### src/rtl/bms_queue.sv
// ----------------------------------------------------------------------------
// bms_queue
// Two-entry request queue between the classifying front and the sampling back.
// ----------------------------------------------------------------------------
`timescale 1ns / 1ps
`default_nettype none

module bms_queue #(
  parameter int W = 8
) (
  input  wire logic         clk,
  input  wire logic         rst_n,
  input  wire logic         push_i,
  input  wire logic [W-1:0] data_i,
  output logic              full_o,
  input  wire logic         pop_i,
  output logic              valid_o,
  output logic [W-1:0]      data_o
);

  logic [W-1:0] mem_r [2];
  logic         wr_ptr_r;
  logic         rd_ptr_r;
  logic [1:0]   count_r;
  logic [1:0]   count_nxt;
  logic         do_pop;

  assign valid_o = (count_r != 2'd0);
  assign full_o  = (count_r == 2'd2);
  assign data_o  = mem_r[rd_ptr_r];
  assign do_pop  = pop_i && valid_o;

  always_comb begin
    count_nxt = count_r;
    if (push_i && !do_pop) begin
      count_nxt = count_r + 2'd1;
    end else if (!push_i && do_pop) begin
      count_nxt = count_r - 2'd1;
    end
  end

  always_ff @(posedge clk) begin
    if (!rst_n) begin
      wr_ptr_r <= 1'b0;
      rd_ptr_r <= 1'b0;
      count_r  <= 2'd0;
    end else begin
      count_r <= count_nxt;
      if (push_i) begin
        wr_ptr_r <= ~wr_ptr_r;
      end
      if (do_pop) begin
        rd_ptr_r <= ~rd_ptr_r;
      end
    end
  end

  always_ff @(posedge clk) begin
    if (push_i) begin
      mem_r[wr_ptr_r] <= data_i;
    end
  end

  a_no_push_full: assert property (@(posedge clk) disable iff (!rst_n)
    push_i |-> (!full_o || do_pop))
    else $error("request pushed into full queue");

  a_count_bound: assert property (@(posedge clk) disable iff (!rst_n)
    count_r != 2'd3)
    else $error("queue count out of range");

  a_pop_order: assert property (@(posedge clk) disable iff (!rst_n)
    (do_pop && !push_i && count_r == 2'd1) |=> !valid_o)
    else $error("queue not empty after last pop");

endmodule

`default_nettype wire

### config.mk
export PLATFORM = sky130hd
export DESIGN_NAME = bms_queue
export DESIGN_NICKNAME = d
export VERILOG_FILES = /design/src/rtl/bms_queue.sv
export SDC_FILE = /design/constraint.sdc
export NUM_CORES = 1
export LEC_CHECK = 0
export ABC_AREA = 1
export BUFFER_PORTS_ARGS = -buffer_cell sky130_fd_sc_hd__buf_2
export CORE_ASPECT_RATIO = 0.9
export CORE_MARGIN = 2
export CORE_UTILIZATION = 30
export DETAILED_ROUTE_END_ITERATION = 8
export SETUP_SLACK_MARGIN = 0.2
export SLEW_MARGIN = 20
export SYNTH_ARGS = -nofsm -noshare
export SYNTH_HDL_FRONTEND = slang
export SYNTH_SLANG_ARGS = --single-unit
### constraint.sdc
create_clock -name clk -period 3.88 [get_ports clk]
set_input_delay 0.194 -clock clk [delete_from_list [all_inputs] [get_ports clk]]
set_output_delay 0.194 -clock clk [all_outputs]
set_load 0.01 [all_outputs]
==> results of run 1 <==
==> layout by cell type, fill, tap and decap left out <==
cell type,synthesis,final
o21ai_0,1,1
nand2_1,8,8
nand2_2,1,1
nand4_1,1,1
dfxtp_1,5,5
ha_1,1,1
clkinv_2,0,1
inv_1,7,7
edfxtp_1,16,16
clkbuf_4,0,3
inv_2,1,1
nand3_1,1,1
o21a_1,1,1
a21oi_1,1,1
nor2_1,8,8
buf_2,1,21
mux2_2,8,8
==> worst paths after layout <==
| path | cells past startpoint | start | slack, ns | end |
|---|---|---|---|---|
| setup / recovery | 2 | flop | 2.31 | data_o[4] |
| hold / removal | 1 | data_i[6] | 0.07 | mem_r[1][6] |
| setup reg to reg | 8 | count_r[0] | 2.50 | count_r[1] |
| hold reg to reg | 2 | wr_ptr_r | 0.51 | wr_ptr_r |
==> power by group <==
part | switching [uW] | internal (uW) | total, uW
combinational | 42.5 | 37.8 | 80.3
sequential | 12.7 | 260 | 273
clock | 63.7 | 38.4 | 102
==> through the flow <==
stage	worst slack [ns]	total power (uW)	util	instance area, um2
2_1_floorplan	2.653	328.0	-	813.3
3_3_place_gp	2.596	355.5	0.3779	948.4
3_5_place_dp	2.508	359.0	0.3779	948.4
4_1_cts	2.267	461.0	0.3888	975.9
5_1_grt	2.207	483.8	0.3888	975.9
6_report	2.307	455.0	0.3888	975.9
==> registers in the layout, indices dropped and copies added (netlist names), named ones only <==
signal / flops
rd_ptr_r: 1
wr_ptr_r: 1
mem_r: 16
count_r: 2
==> cells in the mapped netlist <==
master / count / area, um2
o21a_1: 1 / 7.510
edfxtp_1: 16 / 480.5
nor2_1: 8 / 30.03
inv_1: 7 / 26.28
mux2_2: 8 / 90.09
ha_1: 1 / 12.51
buf_2: 1 / 5.000
inv_2: 1 / 3.750
nand3_1: 1 / 5.000
o21ai_0: 1 / 5.000
nand2_1: 8 / 30.03
a21oi_1: 1 / 5.000
nand4_1: 1 / 6.260
dfxtp_1: 5 / 100.1
nand2_2: 1 / 6.260
==> area by class of cell <==
class                      instances  area [um2]
fill                             246        1534
sequential                        21       580.6
multi-input combinational         31       197.7
timing repair buffer              21       105.1
tap                               28       35.03
inverter                           8       30.03
clock buffer                       3       22.52
clock inverter                     1       5.005
==> worst max-delay path, cell delays in order (launching register included) <==
cell	delay [ns]
dfxtp_1	0.56
mux2_2	0.38
buf_2	0.14
==> routing by layer <==
| layer | GRT usage | share of wire |
|---|---|---|
| met5 | 0 | 0 |
| met1 | 0.1061 | 0.42 |
| met3 | 0.05623 | 0.085 |
| met2 | 0.1593 | 0.49 |
| met4 | 0.02273 | 0 |
==> cell families (layout without fill, tap and decap cells) <==
logic type | Yosys count | after routing | synth area share
compound gates | 3 | 3 | 0.02153
simple gates | 19 | 19 | 0.09539
mux | 8 | 8 | 0.1108
flops | 21 | 21 | 0.7139
fa+ha+maj | 1 | 1 | 0.01538
buf+inv | 9 | 33 | 0.04307
==> results.yml, run 1 <==
run_status:
  status: "finished with violations"
  violations: "DRC"
grt:
  grtUsageTotal: 0.09625
  grt_max_degree: 13
  grt_pass1_wl_um: 2132
  grt_pass1_vias: 513
  gr-total-overflow: 0
  antenna_found_initial: 0
detailed_routing:
  drtPass1Iterations: 6
  ant_nets: 0
  wl_per_cell_um: 11.96
  wirelength_um: 1351
  drtIter0Drc: 10
  viasPerCell: 4.549
  drc: 2
  vias: 514
layout:
  final_layout_size_suffix_gt1_frac: 0.4118
  nets: 99
  diodes: 0
  syn_to_final_growth_pct: 20.00
  instances_no_fill: 113
timing:
  period_needed_ns: 1.573
  drv_slew: 0
  rsz0062_at_grt: "false"
  fmax_mhz: 635.8
  period_share: 0.4054
  hold_violations: 0
  worst_pin_slew_ns: 0.6978
  holdWs_ns: 0.07205
  skew_ns: 0.006777
  slew-limit-headroom: 0.5331
  setup_viol: 0
  fin_setup_tns_ns: 0
floorplan:
  die_w_um: 58.89
  die_h_um: 53.40
  start_util: 0.3240
  design.core.area_um2: 2510
  design.die.area_um2: 3144
  num_rows: 17
  ios: 22
clocking:
  cts_buffer_depth: 2
  root_buffer: "clkbuf_4"
  post-cts-setup-buffers: 0
  numCtsBuffers: 3
  clk_pin_slew_worst_paths_ns: 0.12
  clk_latency_ns: 0.30
  cts_resized: 0
  clock-sinks: 21
  h-tree-depth: 1
  hold_buffers: 0
  cts_tree: "built"
worst_setup_path:
  crit_required_ns: 3.69
  end_kind: "output pin"
  crit_arrival_ns: 1.38
  cp-start-kind: "flop"
  crit_fanout: 8
  path_class: "flop to output pin"
yosys:
  synth_seq_area_share: 0.7138
  syn-mean-instance-area_um2: 13.33
  synth-seq-cells: 21
  ys.warnings.count: 0
  syn_nets: 74
  synth.lib_cells_used.distinct: 15
  synth_cells: 61
  synth_area_um2: 813.3
place:
  io_buffers: 21
  place_hpwl_um: 957.6
  routabilityCongestion: 0.6844
  dp_cells: 109
pwr:
  ir_worst_vdd_mv: 0.1989
  leakagePower_uw: 0.0004165
  power_density_nw_per_um2: 466.2
hold_path:
  holdCritPathClass: "primary input to flop"
run:
  drv_cap: 0
Power figures use the tool's default switching activity.
==> run 2: changes to the inputs <==
- clock period: 3.88 -> 1.57 ns (I/O delays scaled with it)
==> run 2 against run 1 <==
  * The flow still finishes with violations (DRC)
  * Sequential power increased by 150%
  * Setup slack got worse by 2.0 ns
  * Final area increased by 9.7%
  * Register-to-register slack got worse by 2.2 ns
  * Final cell count increased by 8.0%
  * Sequential share of layout area decreased by 4.6 points
  * Core utilization increased by 3.8 points
  * Combinational power increased to 2.7 times the previous value
  * Clock-buffer cell count unchanged
  * Flip-flop and latch count unchanged
  * Critical path depth unchanged
  * Clock power increased by 150%
  * Critical path type unchanged
==> results.yml, run 2 (synthesis gave the netlist of run 1 again) <==
run_status:
  status: "finished with violations"
  violations: "DRC"
timing:
  drv_slew: 0
  skew_ns: 0.002898
  rsz0062_at_grt: "false"
  hold_violations: 0
  fin_setup_tns_ns: 0
  slew-limit-headroom: 0.7909
  holdWs_ns: 0.02432
  finalWorstSetupSlack_ns: 0.2926
  period_needed_ns: 1.277
  fmax_mhz: 782.8
  period_share: 0.8136
  worst_pin_slew_ns: 0.3133
  setup_viol: 0
clocking:
  clk_latency_ns: 0.30
  cts_tree: "built"
  numCtsBuffers: 3
  clock-sinks: 21
  clk_pin_slew_worst_paths_ns: 0.11
  root_buffer: "clkbuf_4"
  h-tree-depth: 1
  cts_buffer_depth: 2
detailed_routing:
  viasPerCell: 4.328
  wirelength_um: 1285
  drtIter0Drc: 7
  vias: 528
  drc: 2
  ant_nets: 0
  drtPass1Iterations: 6
  wl_per_cell_um: 10.53
hold_path:
  holdCritPathClass: "primary input to flop"
layout:
  syn_to_final_growth_pct: 31.69
  diodes: 0
  final_layout_size_suffix_gt1_frac: 0.4149
  final_cell_mix: "buf_2, edfxtp_1"
  final_common_cell: "buf_2"
  largest_register_ff_count: 16
  final_util: 0.4267
  nets: 108
  regMostFlops: "mem_r"
  top_regs: "mem_r x16, count_r x2"
floorplan:
  die_h_um: 53.40
  ios: 22
  design.core.area_um2: 2510
  die_w_um: 58.89
  design.die.area_um2: 3144
  start_util: 0.3240
  num_rows: 17
grt:
  antenna_found_initial: 0
  gr-total-overflow: 0
  grtUsageMet3: 0.04645
  grtUsageTotal: 0.09209
  grtUsageMet2: 0.1444
  grt_max_degree: 13
  top_usage_layer: "met2"
  grt_pass1_wl_um: 2007
  gr-usage-met1: 0.1030
  grt_pass1_vias: 483
pwr:
  internal-power_uw: 850.5
  leakagePower_uw: 0.0004550
  combPwrFrac: 0.189
  switching_share: 0.2571
  power_density_nw_per_um2: 1069
  p_clk_frac: 0.220
  seqPwrFrac: 0.591
  ir_worst_vdd_mv: 0.5892
  power.switching_uw: 294.3
worst_setup_path:
  end_kind: "output pin"
  cp-start-kind: "flop"
  crit_fanout: 8
  crit_arrival_ns: 1.20
  crit_required_ns: 1.49
  path_class: "flop to output pin"
place:
  io_buffers: 21
  routabilityCongestion: 0.6174
  dp_slack_ns: 0.2049
  place_hpwl_um: 919.5
run:
  drv_cap: 0
[run 2: cell types whose count changed in the layout (fill, tap and decap cells not counted), sizes merged]
cell	delta
buf	+1
dlygate4sd3	+8
[run 2: what timing repair did]
item	in CTS	in global routing
resized for setup	2	3
setup endpoints to repair	9	9
buffers inserted	0	0
cloned	0	0
endpoints found under the hold margin	16	0
hold buffers	8	0
[run 2: worst paths after layout]
path | from | to | slack, ns | depth (start not counted)
max reg2reg | count_r[0] | count_r[1] | 0.30 | 8
max | flop | data_o[4] | 0.29 | 2
min | rst_n | wr_ptr_r | 0.02 | 3
min reg2reg | count_r[0] | count_r[0] | 0.48 | 1
[run 2: power groups by stage]
stage	Combinational (uW)	Sequential, uW	Clock, uW
after floorplan	141	670	0
after global placement	197	685	0
after detailed placement	201	687	0
after CTS	218	677	263
after global routing	242	685	281
final	217	677	251
[run 2: final cells by class]
type / count / area, um2
repair buffers: 30 / 192.7
multi-input cells: 31 / 197.7
flip-flops and latches: 21 / 588.1
inverters: 8 / 30.03
clock inverters: 1 / 5.005
fillers: 245 / 1439
clock buffers: 3 / 22.52
well taps: 28 / 35.03
[run 2: stage by stage]
step / total power [uW] / cell area, um2 / std cells
global route: 1207 / 1071 / 122
detailed placement: 888.9 / 955.9 / 110
CTS: 1157 / 1066 / 122
global placement: 881.1 / 955.9 / 110
finish: 1145 / 1071 / 122
floorplan: 810.7 / 813.3 / 61
[run 2: layer usage]
layer	vias up	routed length, um
met1	233	580
met2	16	590
met3	2	97
met5	-	0
met4	0	17
li1	277	-
[run 2: critical path, cell delays in order (launching register included)]
cell,delay [ns]
dfxtp_4,0.42
mux2_2,0.34
buf_2,0.14
