## src/rtl/bms_pkg.sv

```systemverilog
// ----------------------------------------------------------------------------
// bms_pkg
// Shared operation codes and fixed-point constants of the bilinear sampler.
// ----------------------------------------------------------------------------
`timescale 1ns / 1ps
`default_nettype none

package bms_pkg;

  typedef logic [1:0] op_t;

  localparam op_t OP_WRITE  = 2'd0;
  localparam op_t OP_SAMPLE = 2'd1;
  localparam op_t OP_ZERO   = 2'd2;

  localparam int PIX_W  = 8;
  localparam int FRAC_W = 16;
  localparam int OUT_W  = 16;
  localparam int CFG_W  = 9;

  localparam logic [FRAC_W:0] FIX_ONE = 17'h10000;

  localparam logic CFG_IDX_WIDTH  = 1'b0;
  localparam logic CFG_IDX_HEIGHT = 1'b1;

endpackage

`default_nettype wire

```

## src/rtl/bms_front.sv

```systemverilog
// ----------------------------------------------------------------------------
// bms_front
// Holds the image size, takes requests, classifies them and scales the
// coordinates into pixel space before queueing.
// ----------------------------------------------------------------------------
`timescale 1ns / 1ps
`default_nettype none

module bms_front #(
  parameter int MAX_WIDTH  = 256,
  parameter int MAX_HEIGHT = 256,
  parameter int EW         = 8
) (
  input  wire logic                        clk,
  input  wire logic                        rst_n,
  input  wire logic                        start,
  output logic                             busy,
  input  wire logic                        in_action,
  input  wire logic [7:0]                  in_pixel_column,
  input  wire logic [7:0]                  in_pixel_row,
  input  wire logic [7:0]                  in_pixel_value,
  input  wire logic signed [17:0]          in_coord_u,
  input  wire logic signed [17:0]          in_coord_v,
  input  wire logic                        cfg_we,
  input  wire logic                        cfg_index,
  input  wire logic [bms_pkg::CFG_W-1:0]   cfg_wdata,
  output logic                             push_o,
  output logic [EW-1:0]                    entry_o,
  input  wire logic                        full_i
);

  localparam int CW = (MAX_WIDTH > 2) ? $clog2(MAX_WIDTH) : 1;
  localparam int RW = (MAX_HEIGHT > 2) ? $clog2(MAX_HEIGHT) : 1;
  localparam int WW = $clog2(MAX_WIDTH + 1);
  localparam int HW = $clog2(MAX_HEIGHT + 1);
  localparam int XW = bms_pkg::FRAC_W + CW;
  localparam int YW = bms_pkg::FRAC_W + RW;

  function automatic logic [256*CW-1:0] build_col_map();
    logic [256*CW-1:0] m;
    m = '0;
    for (int i = 0; i < 256; i++) begin
      m[i*CW +: CW] = CW'(i % MAX_WIDTH);
    end
    return m;
  endfunction

  function automatic logic [256*RW-1:0] build_row_map();
    logic [256*RW-1:0] m;
    m = '0;
    for (int i = 0; i < 256; i++) begin
      m[i*RW +: RW] = RW'(i % MAX_HEIGHT);
    end
    return m;
  endfunction

  localparam logic [256*CW-1:0] COL_MAP = build_col_map();
  localparam logic [256*RW-1:0] ROW_MAP = build_row_map();

  logic [bms_pkg::CFG_W-1:0] width_r;
  logic [bms_pkg::CFG_W-1:0] height_r;

  logic [WW-1:0]      w_sat;
  logic [HW-1:0]      h_sat;
  logic               accept;
  logic               u_bad;
  logic               v_bad;
  bms_pkg::op_t       op_nxt;

  logic               f1_valid_r;
  bms_pkg::op_t       f1_op_r;
  logic [16:0]        f1_u_r;
  logic [16:0]        f1_v_r;
  logic [CW-1:0]      f1_wm1_r;
  logic [RW-1:0]      f1_hm1_r;
  logic [CW-1:0]      f1_col_r;
  logic [RW-1:0]      f1_row_r;
  logic [7:0]         f1_val_r;

  logic [XW-1:0]      x_prod;
  logic [YW-1:0]      y_prod;

  assign w_sat = (32'(width_r) > 32'(MAX_WIDTH)) ? WW'(MAX_WIDTH) : WW'(width_r);
  assign h_sat = (32'(height_r) > 32'(MAX_HEIGHT)) ? HW'(MAX_HEIGHT) : HW'(height_r);

  assign u_bad = in_coord_u[17] || (in_coord_u[16] && (in_coord_u[15:0] != 16'd0));
  assign v_bad = in_coord_v[17] || (in_coord_v[16] && (in_coord_v[15:0] != 16'd0));

  always_comb begin
    if (!in_action) begin
      op_nxt = bms_pkg::OP_WRITE;
    end else if (w_sat == '0 || h_sat == '0 || u_bad || v_bad) begin
      op_nxt = bms_pkg::OP_ZERO;
    end else begin
      op_nxt = bms_pkg::OP_SAMPLE;
    end
  end

  assign busy   = f1_valid_r && full_i;
  assign accept = start && !busy;
  assign push_o = f1_valid_r && !full_i;

  always_ff @(posedge clk) begin
    if (!rst_n) begin
      width_r  <= '0;
      height_r <= '0;
    end else if (cfg_we) begin
      case (cfg_index)
        bms_pkg::CFG_IDX_WIDTH:  width_r  <= cfg_wdata;
        bms_pkg::CFG_IDX_HEIGHT: height_r <= cfg_wdata;
        default: ;
      endcase
    end
  end

  always_ff @(posedge clk) begin
    if (!rst_n) begin
      f1_valid_r <= 1'b0;
    end else if (accept) begin
      f1_valid_r <= 1'b1;
    end else if (push_o) begin
      f1_valid_r <= 1'b0;
    end
  end

  always_ff @(posedge clk) begin
    if (accept) begin
      f1_op_r  <= op_nxt;
      f1_u_r   <= in_coord_u[16:0];
      f1_v_r   <= in_coord_v[16:0];
      f1_wm1_r <= CW'(w_sat - WW'(1));
      f1_hm1_r <= RW'(h_sat - HW'(1));
      f1_col_r <= COL_MAP[in_pixel_column*CW +: CW];
      f1_row_r <= ROW_MAP[in_pixel_row*RW +: RW];
      f1_val_r <= in_pixel_value;
    end
  end

  assign x_prod = XW'(XW'(f1_u_r) * XW'(f1_wm1_r));
  assign y_prod = YW'(YW'(f1_v_r) * YW'(f1_hm1_r));

  assign entry_o = {f1_op_r, f1_wm1_r, f1_hm1_r, x_prod, y_prod,
                    f1_col_r, f1_row_r, f1_val_r};

endmodule

`default_nettype wire

```

## config.mk

```make
export PLATFORM = sky130hd
export DESIGN_NAME = bms_front
export DESIGN_NICKNAME = d
export VERILOG_FILES = /design/src/rtl/bms_pkg.sv /design/src/rtl/bms_front.sv
export SDC_FILE = /design/constraint.sdc
export NUM_CORES = 1
export LEC_CHECK = 0
export BUFFER_PORTS_ARGS = -buffer_cell sky130_fd_sc_hd__buf_2
export CORE_MARGIN = 2
export CORE_UTILIZATION = 17
export CTS_BUF_LIST = sky130_fd_sc_hd__clkbuf_8
export CTS_CLUSTER_DIAMETER = 100
export DETAILED_ROUTE_END_ITERATION = 10
export GPL_TIMING_DRIVEN = 0
export PLACE_DENSITY = 0.76
export SLEW_MARGIN = 20
export SYNTH_ARGS = -nofsm -noshare
export SYNTH_HDL_FRONTEND = slang
export SYNTH_SLANG_ARGS = --single-unit
```

## constraint.sdc

```tcl
create_clock -name clk -period 1.3 [get_ports clk]
set_input_delay 0.26 -clock clk [delete_from_list [all_inputs] [get_ports clk]]
set_output_delay 0.26 -clock clk [all_outputs]
set_load 0.05 [all_outputs]
```

==> flow_summary.html, run 1 <==
<table>
<tr><th>Metric</th><th>Value</th></tr>
<tr><th colspan="2">Global route</th></tr>
<tr><td>Largest net degree at the start of global routing</td><td>9</td></tr>
<tr><td>Initial antenna violation count</td><td>0</td></tr>
<tr><td>Leftover overflow at the end of global routing</td><td>0</td></tr>
<tr><td>GRT Overall Usage</td><td>7.40%</td></tr>
<tr><td>Global-route wire length before repair</td><td>986 µm</td></tr>
<tr><td>Number of global-route vias before repair</td><td>234</td></tr>
<tr><th colspan="2">Synth</th></tr>
<tr><td>Number of synthesized register bits</td><td>9</td></tr>
<tr><td>Biggest area contributors in the synthesized netlist</td><td>sky130_fd_sc_hd__edfxtp_1 (83%), sky130_fd_sc_hd__dfxtp_1 (6.9%), sky130_fd_sc_hd__and2_4 (3.0%), sky130_fd_sc_hd__and2b_1 (2.6%), sky130_fd_sc_hd__o21a_1 (2.6%)</td></tr>
<tr><td>Post-Synthesis Net Count</td><td>89</td></tr>
<tr><td>Gate Count Post-Synth</td><td>13</td></tr>
<tr><td>Largest area contributor in the synthesized netlist</td><td>sky130_fd_sc_hd__edfxtp_1</td></tr>
<tr><td>Top cell type's share of synthesized area</td><td>82.8%</td></tr>
<tr><td>Post-synthesis instance area</td><td>about 290 µm²</td></tr>
<tr><td>Number of distinct library cells after synthesis</td><td>6</td></tr>
<tr><td>Average footprint of a synthesized cell</td><td>22.3 µm²</td></tr>
<tr><td>Number of warning messages in the yosys log</td><td>0</td></tr>
<tr><td>Register area share after synthesis</td><td>89.7%</td></tr>
<tr><th colspan="2">Floorplan</th></tr>
<tr><td>Die extent in x</td><td>45.3 µm</td></tr>
<tr><td>Die ar.</td><td>slightly above 0.002 mm²</td></tr>
<tr><td>Height of the chip</td><td>~45 µm</td></tr>
<tr><td>Initial Util</td><td>18.6%</td></tr>
<tr><td>Core area</td><td>around 0.0016 mm²</td></tr>
<tr><td>Row count</td><td>14</td></tr>
<tr><td>Number of primary I/O pins</td><td>86</td></tr>
<tr><th colspan="2">Placement</th></tr>
<tr><td>Port-buffer cells</td><td>21</td></tr>
<tr><td>Placement Cell Area</td><td>415 µm²</td></tr>
<tr><td>Final weighted congestion in routability-driven placement</td><td>between 0.6 and 0.7</td></tr>
<tr><td>Number of placed cells counting well taps</td><td>50</td></tr>
<tr><th colspan="2">Timing</th></tr>
<tr><td>Number of hold violations in the final report</td><td>0</td></tr>
<tr><td>Total negative setup slack</td><td>0 ns</td></tr>
<tr><td>Worst clock skew on the final layout</td><td>0.00179 ns</td></tr>
<tr><td>Unrepaired setup endpoints after global routing</td><td>false</td></tr>
<tr><td>Final setup vio count</td><td>0</td></tr>
<tr><td>Slew Limit Headroom</td><td>about three quarters</td></tr>
<tr><td>Slew at the pin with the worst max-slew slack</td><td>0.390 ns</td></tr>
<tr><td>Number of max-slew violations in the final report</td><td>0</td></tr>
<tr><td>Final worst-path cycle share</td><td>93.5%</td></tr>
<tr><td>Maximum clock frequency</td><td>roughly 0.82 GHz</td></tr>
<tr><td>Period minus WS final</td><td>1.22 ns</td></tr>
<tr><th colspan="2">Clock tree</th></tr>
<tr><td>Count of H-tree levels built during CTS</td><td>1</td></tr>
<tr><td>Number of buffers added by the clock tree synthesis step</td><td>3</td></tr>
<tr><td>Deepest clock path buffer count</td><td>2</td></tr>
<tr><td>Worst-Skew Late Latency</td><td>0.23 ns</td></tr>
<tr><td>Clock Sinks</td><td>9</td></tr>
<tr><td>TritonCTS clock tree</td><td>yes</td></tr>
<tr><td>Clock-pin transition on the worst setup and hold timing paths</td><td>0.04 ns</td></tr>
<tr><td>Number of post-CTS setup repair buffers</td><td>0</td></tr>
<tr><td>Root buffer cell</td><td>sky130_fd_sc_hd__clkbuf_8</td></tr>
<tr><th colspan="2">Power</th></tr>
<tr><td>Total design power</td><td>between 0.7 and 0.8 mW</td></tr>
<tr><td>Leakage</td><td>0.214 nW</td></tr>
<tr><td>Largest vdd supply drop</td><td>0.000715 V</td></tr>
<tr><td>Power Dens Cells</td><td>between 1500 and 2000 mW/mm²</td></tr>
<tr><th colspan="2">Setup path</th></tr>
<tr><td>Slowest stage cell, crit path</td><td>sky130_fd_sc_hd__dfxtp_1</td></tr>
<tr><td>Arrival time at the worst endpoint</td><td>around 0.96 ns</td></tr>
<tr><td>Crit path depth</td><td>2</td></tr>
<tr><td>Worst path max stage delay</td><td>0.32 ns</td></tr>
<tr><td>Flop2flop setup slack</td><td>0.17 ns</td></tr>
<tr><td>Crit-path leading delay family</td><td>flip-flops</td></tr>
<tr><td>Crit Path Class</td><td>flop to primary output</td></tr>
<tr><td>Length in cells of the worst reg-to-reg path</td><td>2</td></tr>
<tr><td>Critical path buffer and inverter count</td><td>1</td></tr>
<tr><td>Reg-to-reg endpoint</td><td>entry_o[5]$_DFFE_PP_</td></tr>
<tr><td>RR Startpoint</td><td>f1_valid_r$_SDFFE_PN0P_</td></tr>
<tr><td>Startpoint class of the critical path</td><td>flop</td></tr>
<tr><td>Critical Path End Type</td><td>primary output</td></tr>
<tr><td>Maximum fanout count along the critical path</td><td>3</td></tr>
<tr><td>Series of cell instances along the critical path</td><td>and2_4, buf_2</td></tr>
<tr><td>Crit path required time</td><td>between 1 and 1.5 ns</td></tr>
<tr><th colspan="2">Flow run</th></tr>
<tr><td>Max-cap violation count</td><td>0</td></tr>
<tr><th colspan="2">Layout</th></tr>
<tr><td>Most common cell after layout, fill and taps aside</td><td>sky130_fd_sc_hd__buf_2</td></tr>
<tr><td>Relative area change from synthesis to final layout</td><td>59.5%</td></tr>
<tr><td>Net total in the final layout</td><td>115</td></tr>
<tr><td>Number of standard cells in the layout, taps in and fillers out</td><td>54</td></tr>
<tr><td>Diodes inserted</td><td>0</td></tr>
<tr><td>Share of layout cells above drive strength 1</td><td>68.4%</td></tr>
<tr><td>Commonest non-fill, non-tap cells in the layout</td><td>sky130_fd_sc_hd__buf_2 (21), sky130_fd_sc_hd__edfxtp_1 (8), sky130_fd_sc_hd__clkbuf_8 (3)</td></tr>
<tr><td>Post-layout instance area</td><td>463 µm²</td></tr>
<tr><td>Filler Cells Inserted</td><td>163</td></tr>
<tr><th colspan="2">Drt</th></tr>
<tr><td>Remaining antenna violation count</td><td>0</td></tr>
<tr><td>Detailed-routing iteration count for the pre-antenna-repair pass</td><td>2</td></tr>
<tr><td>Drt wl/cell</td><td>roughly 12 µm</td></tr>
<tr><td>Vias/cell</td><td>3.85</td></tr>
<tr><td>Total Routed Length</td><td>635 µm</td></tr>
<tr><td>Starting DRT DRC Count</td><td>3</td></tr>
<tr><td>DRC</td><td>0</td></tr>
<tr><td>Via count</td><td>208</td></tr>
<tr><th colspan="2">Hold path</th></tr>
<tr><td>Number of cells on the worst hold path</td><td>1</td></tr>
<tr><td>Min-Delay Startpoint</td><td>in_pixel_value[4]</td></tr>
<tr><td>Worst hold path endpoint</td><td>entry_o[4]$_DFFE_PP_</td></tr>
<tr><td>HP Class</td><td>primary input to flop</td></tr>
<tr><th colspan="2">Run status</th></tr>
<tr><td>Run status</td><td>finished clean</td></tr>
</table>
[flip-flops by register name (all words and copies together), names as in the netlist]
name,count
entry_o,8
f1_valid_r,1
[timing repair]
action,in CTS,in global routing
gates resized for setup,1,0
endpoints found under the setup margin,8,0
hold buffers,0,0
[how the worst max path moves through the flow]
stage,start,endpoint,slack [ns]
floorplan,f1_valid_r$_SDFFE_PN0P_,entry_o[0]$_DFFE_PP_,0.02
global placement,full_i,entry_o[2]$_DFFE_PP_,-0.07
detailed placement,full_i,entry_o[1]$_DFFE_PP_,-0.14
CTS,f1_valid_r$_SDFFE_PN0P_,busy,0.07
global route,f1_valid_r$_SDFFE_PN0P_,busy,0.05
finish,f1_valid_r$_SDFFE_PN0P_,busy,0.08
[report_power, final]
group	switching, mW	internal (mW)
clock	0.101	0.205
combinational	0.0804	0.0282
sequential	0.00504	0.336
total	0.186	0.569
[synth_stat cells]
cell	number
sky130_fd_sc_hd__nor2b_1	1
sky130_fd_sc_hd__edfxtp_1	8
sky130_fd_sc_hd__dfxtp_1	1
sky130_fd_sc_hd__and2_4	1
sky130_fd_sc_hd__o21a_1	1
sky130_fd_sc_hd__and2b_1	1
[per-stage QoR]
| stage | worst slack [ns] | hold slack, ns | utilization [%] |
|---|---|---|---|
| final | 0.0841 | 0.206 | 29.7 |
| after global routing | 0.0458 | 0.207 | 29.7 |
| after CTS | 0.0747 | 0.202 | 29.7 |
| after detailed placement | -0.135 | 0.438 | 26.6 |
| after global placement | -0.0706 | 0.438 | 26.6 |
| after floorplan | 0.0249 | 0.359 | - |
[cell families after synthesis]
kind of cell     count (synthesis)  share of synthesized area, %
flip-flops                       9                          89.7
AND/OR/NAND/NOR                  3                          7.76
AO/OA/AOI/OAI                    1                          2.59
[per-layer routing]
metal | vias to the layer above | routed length (µm) | part of all wire [%] | GRT usage [%]
met5 | - | 0 | 0 | 0
met1 | 88 | 343 | 54 | 10.8
li1 | 98 | - | - | -
met4 | 0 | 0 | 0 | 7.06
met2 | 22 | 191 | 30 | 7.14
met3 | 0 | 100 | 16 | 3.60
[final cells by class]
cell class / instances / area (µm²) / area share (%)
Clock buffer: 3 / 41.3 / 8.92
Sequential cell: 9 / 260 / 56.2
Timing Repair Buffer: 21 / 105 / 22.7
Clock inverter: 1 / 3.75 / 0.811
Multi-Input combinational cell: 4 / 32.5 / 7.03
Tap cell: 16 / 20.0 / 4.32
Power figures use the tool's default switching activity.
==> inputs of run 2 (changes only) <==
- CORE_MARGIN: 2 -> 3
==> run 2 against run 1 <==
  * Cell area unchanged
  * Cell count unchanged
  * Maximum frequency decreased by 0.27%
==> flow_summary.html, run 2 (synthesis results as in run 1) <==
<table>
<tr><th>Metric</th><th>Value</th></tr>
<tr><th colspan="2">Layout</th></tr>
<tr><td>Post-layout instance area</td><td>~460 µm²</td></tr>
<tr><td>Relative area change from synthesis to final layout</td><td>59.5%</td></tr>
<tr><td>Diodes inserted</td><td>0</td></tr>
<tr><td>Commonest non-fill, non-tap cells in the layout</td><td>sky130_fd_sc_hd__buf_2 (21), sky130_fd_sc_hd__edfxtp_1 (8), sky130_fd_sc_hd__clkbuf_8 (3)</td></tr>
<tr><td>Share of layout cells above drive strength 1</td><td>68.4%</td></tr>
<tr><td>Number of flip-flops in the largest register</td><td>8</td></tr>
<tr><td>Net total in the final layout</td><td>115</td></tr>
<tr><td>Most common cell after layout, fill and taps aside</td><td>sky130_fd_sc_hd__buf_2</td></tr>
<tr><th colspan="2">Floorplan</th></tr>
<tr><td>Initial Util</td><td>18.6%</td></tr>
<tr><td>Die extent in x</td><td>47.3 µm</td></tr>
<tr><td>Core area</td><td>0.00156 mm²</td></tr>
<tr><td>Number of primary I/O pins</td><td>86</td></tr>
<tr><td>Die ar.</td><td>0.00224 mm²</td></tr>
<tr><td>Row count</td><td>14</td></tr>
<tr><td>Height of the chip</td><td>47.3 µm</td></tr>
<tr><th colspan="2">Setup path</th></tr>
<tr><td>Arrival time at the worst endpoint</td><td>about 0.96 ns</td></tr>
<tr><td>Critical Path End Type</td><td>primary output</td></tr>
<tr><td>Crit Path Class</td><td>flop to primary output</td></tr>
<tr><td>Startpoint class of the critical path</td><td>flop</td></tr>
<tr><td>Crit path required time</td><td>1.04 ns</td></tr>
<tr><td>Maximum fanout count along the critical path</td><td>3</td></tr>
<tr><th colspan="2">Drt</th></tr>
<tr><td>Total Routed Length</td><td>682 µm</td></tr>
<tr><td>Drt wl/cell</td><td>approximately 13 µm</td></tr>
<tr><td>Detailed-routing iteration count for the pre-antenna-repair pass</td><td>2</td></tr>
<tr><td>Starting DRT DRC Count</td><td>1</td></tr>
<tr><td>Remaining antenna violation count</td><td>0</td></tr>
<tr><td>Vias/cell</td><td>around 3.8</td></tr>
<tr><td>Via count</td><td>206</td></tr>
<tr><td>DRC</td><td>0</td></tr>
<tr><th colspan="2">Flow run</th></tr>
<tr><td>Max-cap violation count</td><td>0</td></tr>
<tr><th colspan="2">Timing</th></tr>
<tr><td>Number of max-slew violations in the final report</td><td>0</td></tr>
<tr><td>Final setup vio count</td><td>0</td></tr>
<tr><td>Post-route setup slack</td><td>0.0807 ns</td></tr>
<tr><td>Period minus WS final</td><td>1.22 ns</td></tr>
<tr><td>Final worst-path cycle share</td><td>93.8%</td></tr>
<tr><td>Worst clock skew on the final layout</td><td>a little under 0.001 ns</td></tr>
<tr><td>Slew Limit Headroom</td><td>between 70% and 80%</td></tr>
<tr><td>Unrepaired setup endpoints after global routing</td><td>false</td></tr>
<tr><td>Maximum clock frequency</td><td>0.820 GHz</td></tr>
<tr><td>Number of hold violations in the final report</td><td>0</td></tr>
<tr><td>Slew at the pin with the worst max-slew slack</td><td>0.384 ns</td></tr>
<tr><th colspan="2">Clock tree</th></tr>
<tr><td>Root buffer cell</td><td>sky130_fd_sc_hd__clkbuf_8</td></tr>
<tr><td>Count of H-tree levels built during CTS</td><td>1</td></tr>
<tr><td>Clock-pin transition on the worst setup and hold timing paths</td><td>0.04 ns</td></tr>
<tr><td>Post-CTS Hold Fix Bufs</td><td>0</td></tr>
<tr><td>Deepest clock path buffer count</td><td>2</td></tr>
<tr><td>Clock Sinks</td><td>9</td></tr>
<tr><td>TritonCTS clock tree</td><td>yes</td></tr>
<tr><td>Number of post-CTS setup repair buffers</td><td>0</td></tr>
<tr><td>Number of buffers added by the clock tree synthesis step</td><td>3</td></tr>
<tr><td>Worst-Skew Late Latency</td><td>0.23 ns</td></tr>
<tr><th colspan="2">Placement</th></tr>
<tr><td>Placement Cell Area</td><td>415 µm²</td></tr>
<tr><td>Final weighted congestion in routability-driven placement</td><td>0.666</td></tr>
<tr><td>Pre-CTS setup slack</td><td>-0.124 ns</td></tr>
<tr><td>Port-buffer cells</td><td>21</td></tr>
<tr><th colspan="2">Global route</th></tr>
<tr><td>Largest net degree at the start of global routing</td><td>9</td></tr>
<tr><td>GRT Overall Usage</td><td>7.10%</td></tr>
<tr><td>Leftover overflow at the end of global routing</td><td>0</td></tr>
<tr><td>Number of global-route vias before repair</td><td>roughly 210</td></tr>
<tr><td>Initial antenna violation count</td><td>0</td></tr>
<tr><td>Global-route wire length before repair</td><td>959 µm</td></tr>
<tr><th colspan="2">Power</th></tr>
<tr><td>Leakage</td><td>approximately 0.21 nW</td></tr>
<tr><td>Largest vdd supply drop</td><td>0.000507 V</td></tr>
<tr><td>Power Dens Cells</td><td>1630 mW/mm²</td></tr>
<tr><th colspan="2">Run status</th></tr>
<tr><td>Run status</td><td>finished clean</td></tr>
<tr><th colspan="2">Hold path</th></tr>
<tr><td>HP Class</td><td>primary input to flop</td></tr>
</table>
-- run 2: metal layers --
layer,track usage [%],up-vias,routed length (µm)
met3,4.98,0,129
li1,-,97,-
met2,6.68,21,221
met1,8.92,88,330
met4,8.29,0,0
met5,0,-,0
-- run 2: timing repair --
action	CTS	global route
setup endpoints to repair	8	0
hold endpoints to repair	0	0
gates resized for setup	1	0
-- run 2: cell type report --
cell class,count,area [µm²]
Clock buffer,3,41.3
Clock inverter,1,3.75
Fill cell,160,1100
Multi-Input combinational cell,4,32.5
Sequential cell,9,260
Tap cell,16,20.0
Timing Repair Buffer,21,105
-- run 2: per-stage QoR --
stage          hold slack [ns]  utilization [%]  power, mW  cells  setup TNS, ns
6_report                 0.208             29.7      0.755     54              0
2_1_floorplan            0.359                -      0.419     13              0
4_1_cts                  0.202             29.7      0.767     54              0
3_5_place_dp             0.439             26.6      0.456     50         -0.987
5_1_grt                  0.197             29.7      0.788     54              0
3_3_place_gp             0.438             26.6      0.453     50         -0.571
-- run 2: power breakdown --
group,internal [mW],total [mW],switching [mW]
combinational,0.0282,0.110,0.0820
sequential,0.336,0.340,0.00409
clock,0.205,0.304,0.0998
-- run 2: final timing paths --
path                                 from                 endpoint  slack [ns]  depth (start not counted)
setup / recovery  f1_valid_r$_SDFFE_PN0P_                     busy        0.08                          2
hold / removal          in_pixel_value[3]     entry_o[3]$_DFFE_PP_        0.21                          1
setup reg to reg  f1_valid_r$_SDFFE_PN0P_     entry_o[2]$_DFFE_PP_        0.18                          2
hold reg to reg   f1_valid_r$_SDFFE_PN0P_  f1_valid_r$_SDFFE_PN0P_        0.61                          2
-- run 2: critical path, stage by stage, from the launching register on --
cell	delay [ns]
sky130_fd_sc_hd__dfxtp_1	0.32
sky130_fd_sc_hd__and2_4	0.16
sky130_fd_sc_hd__buf_2	0.26
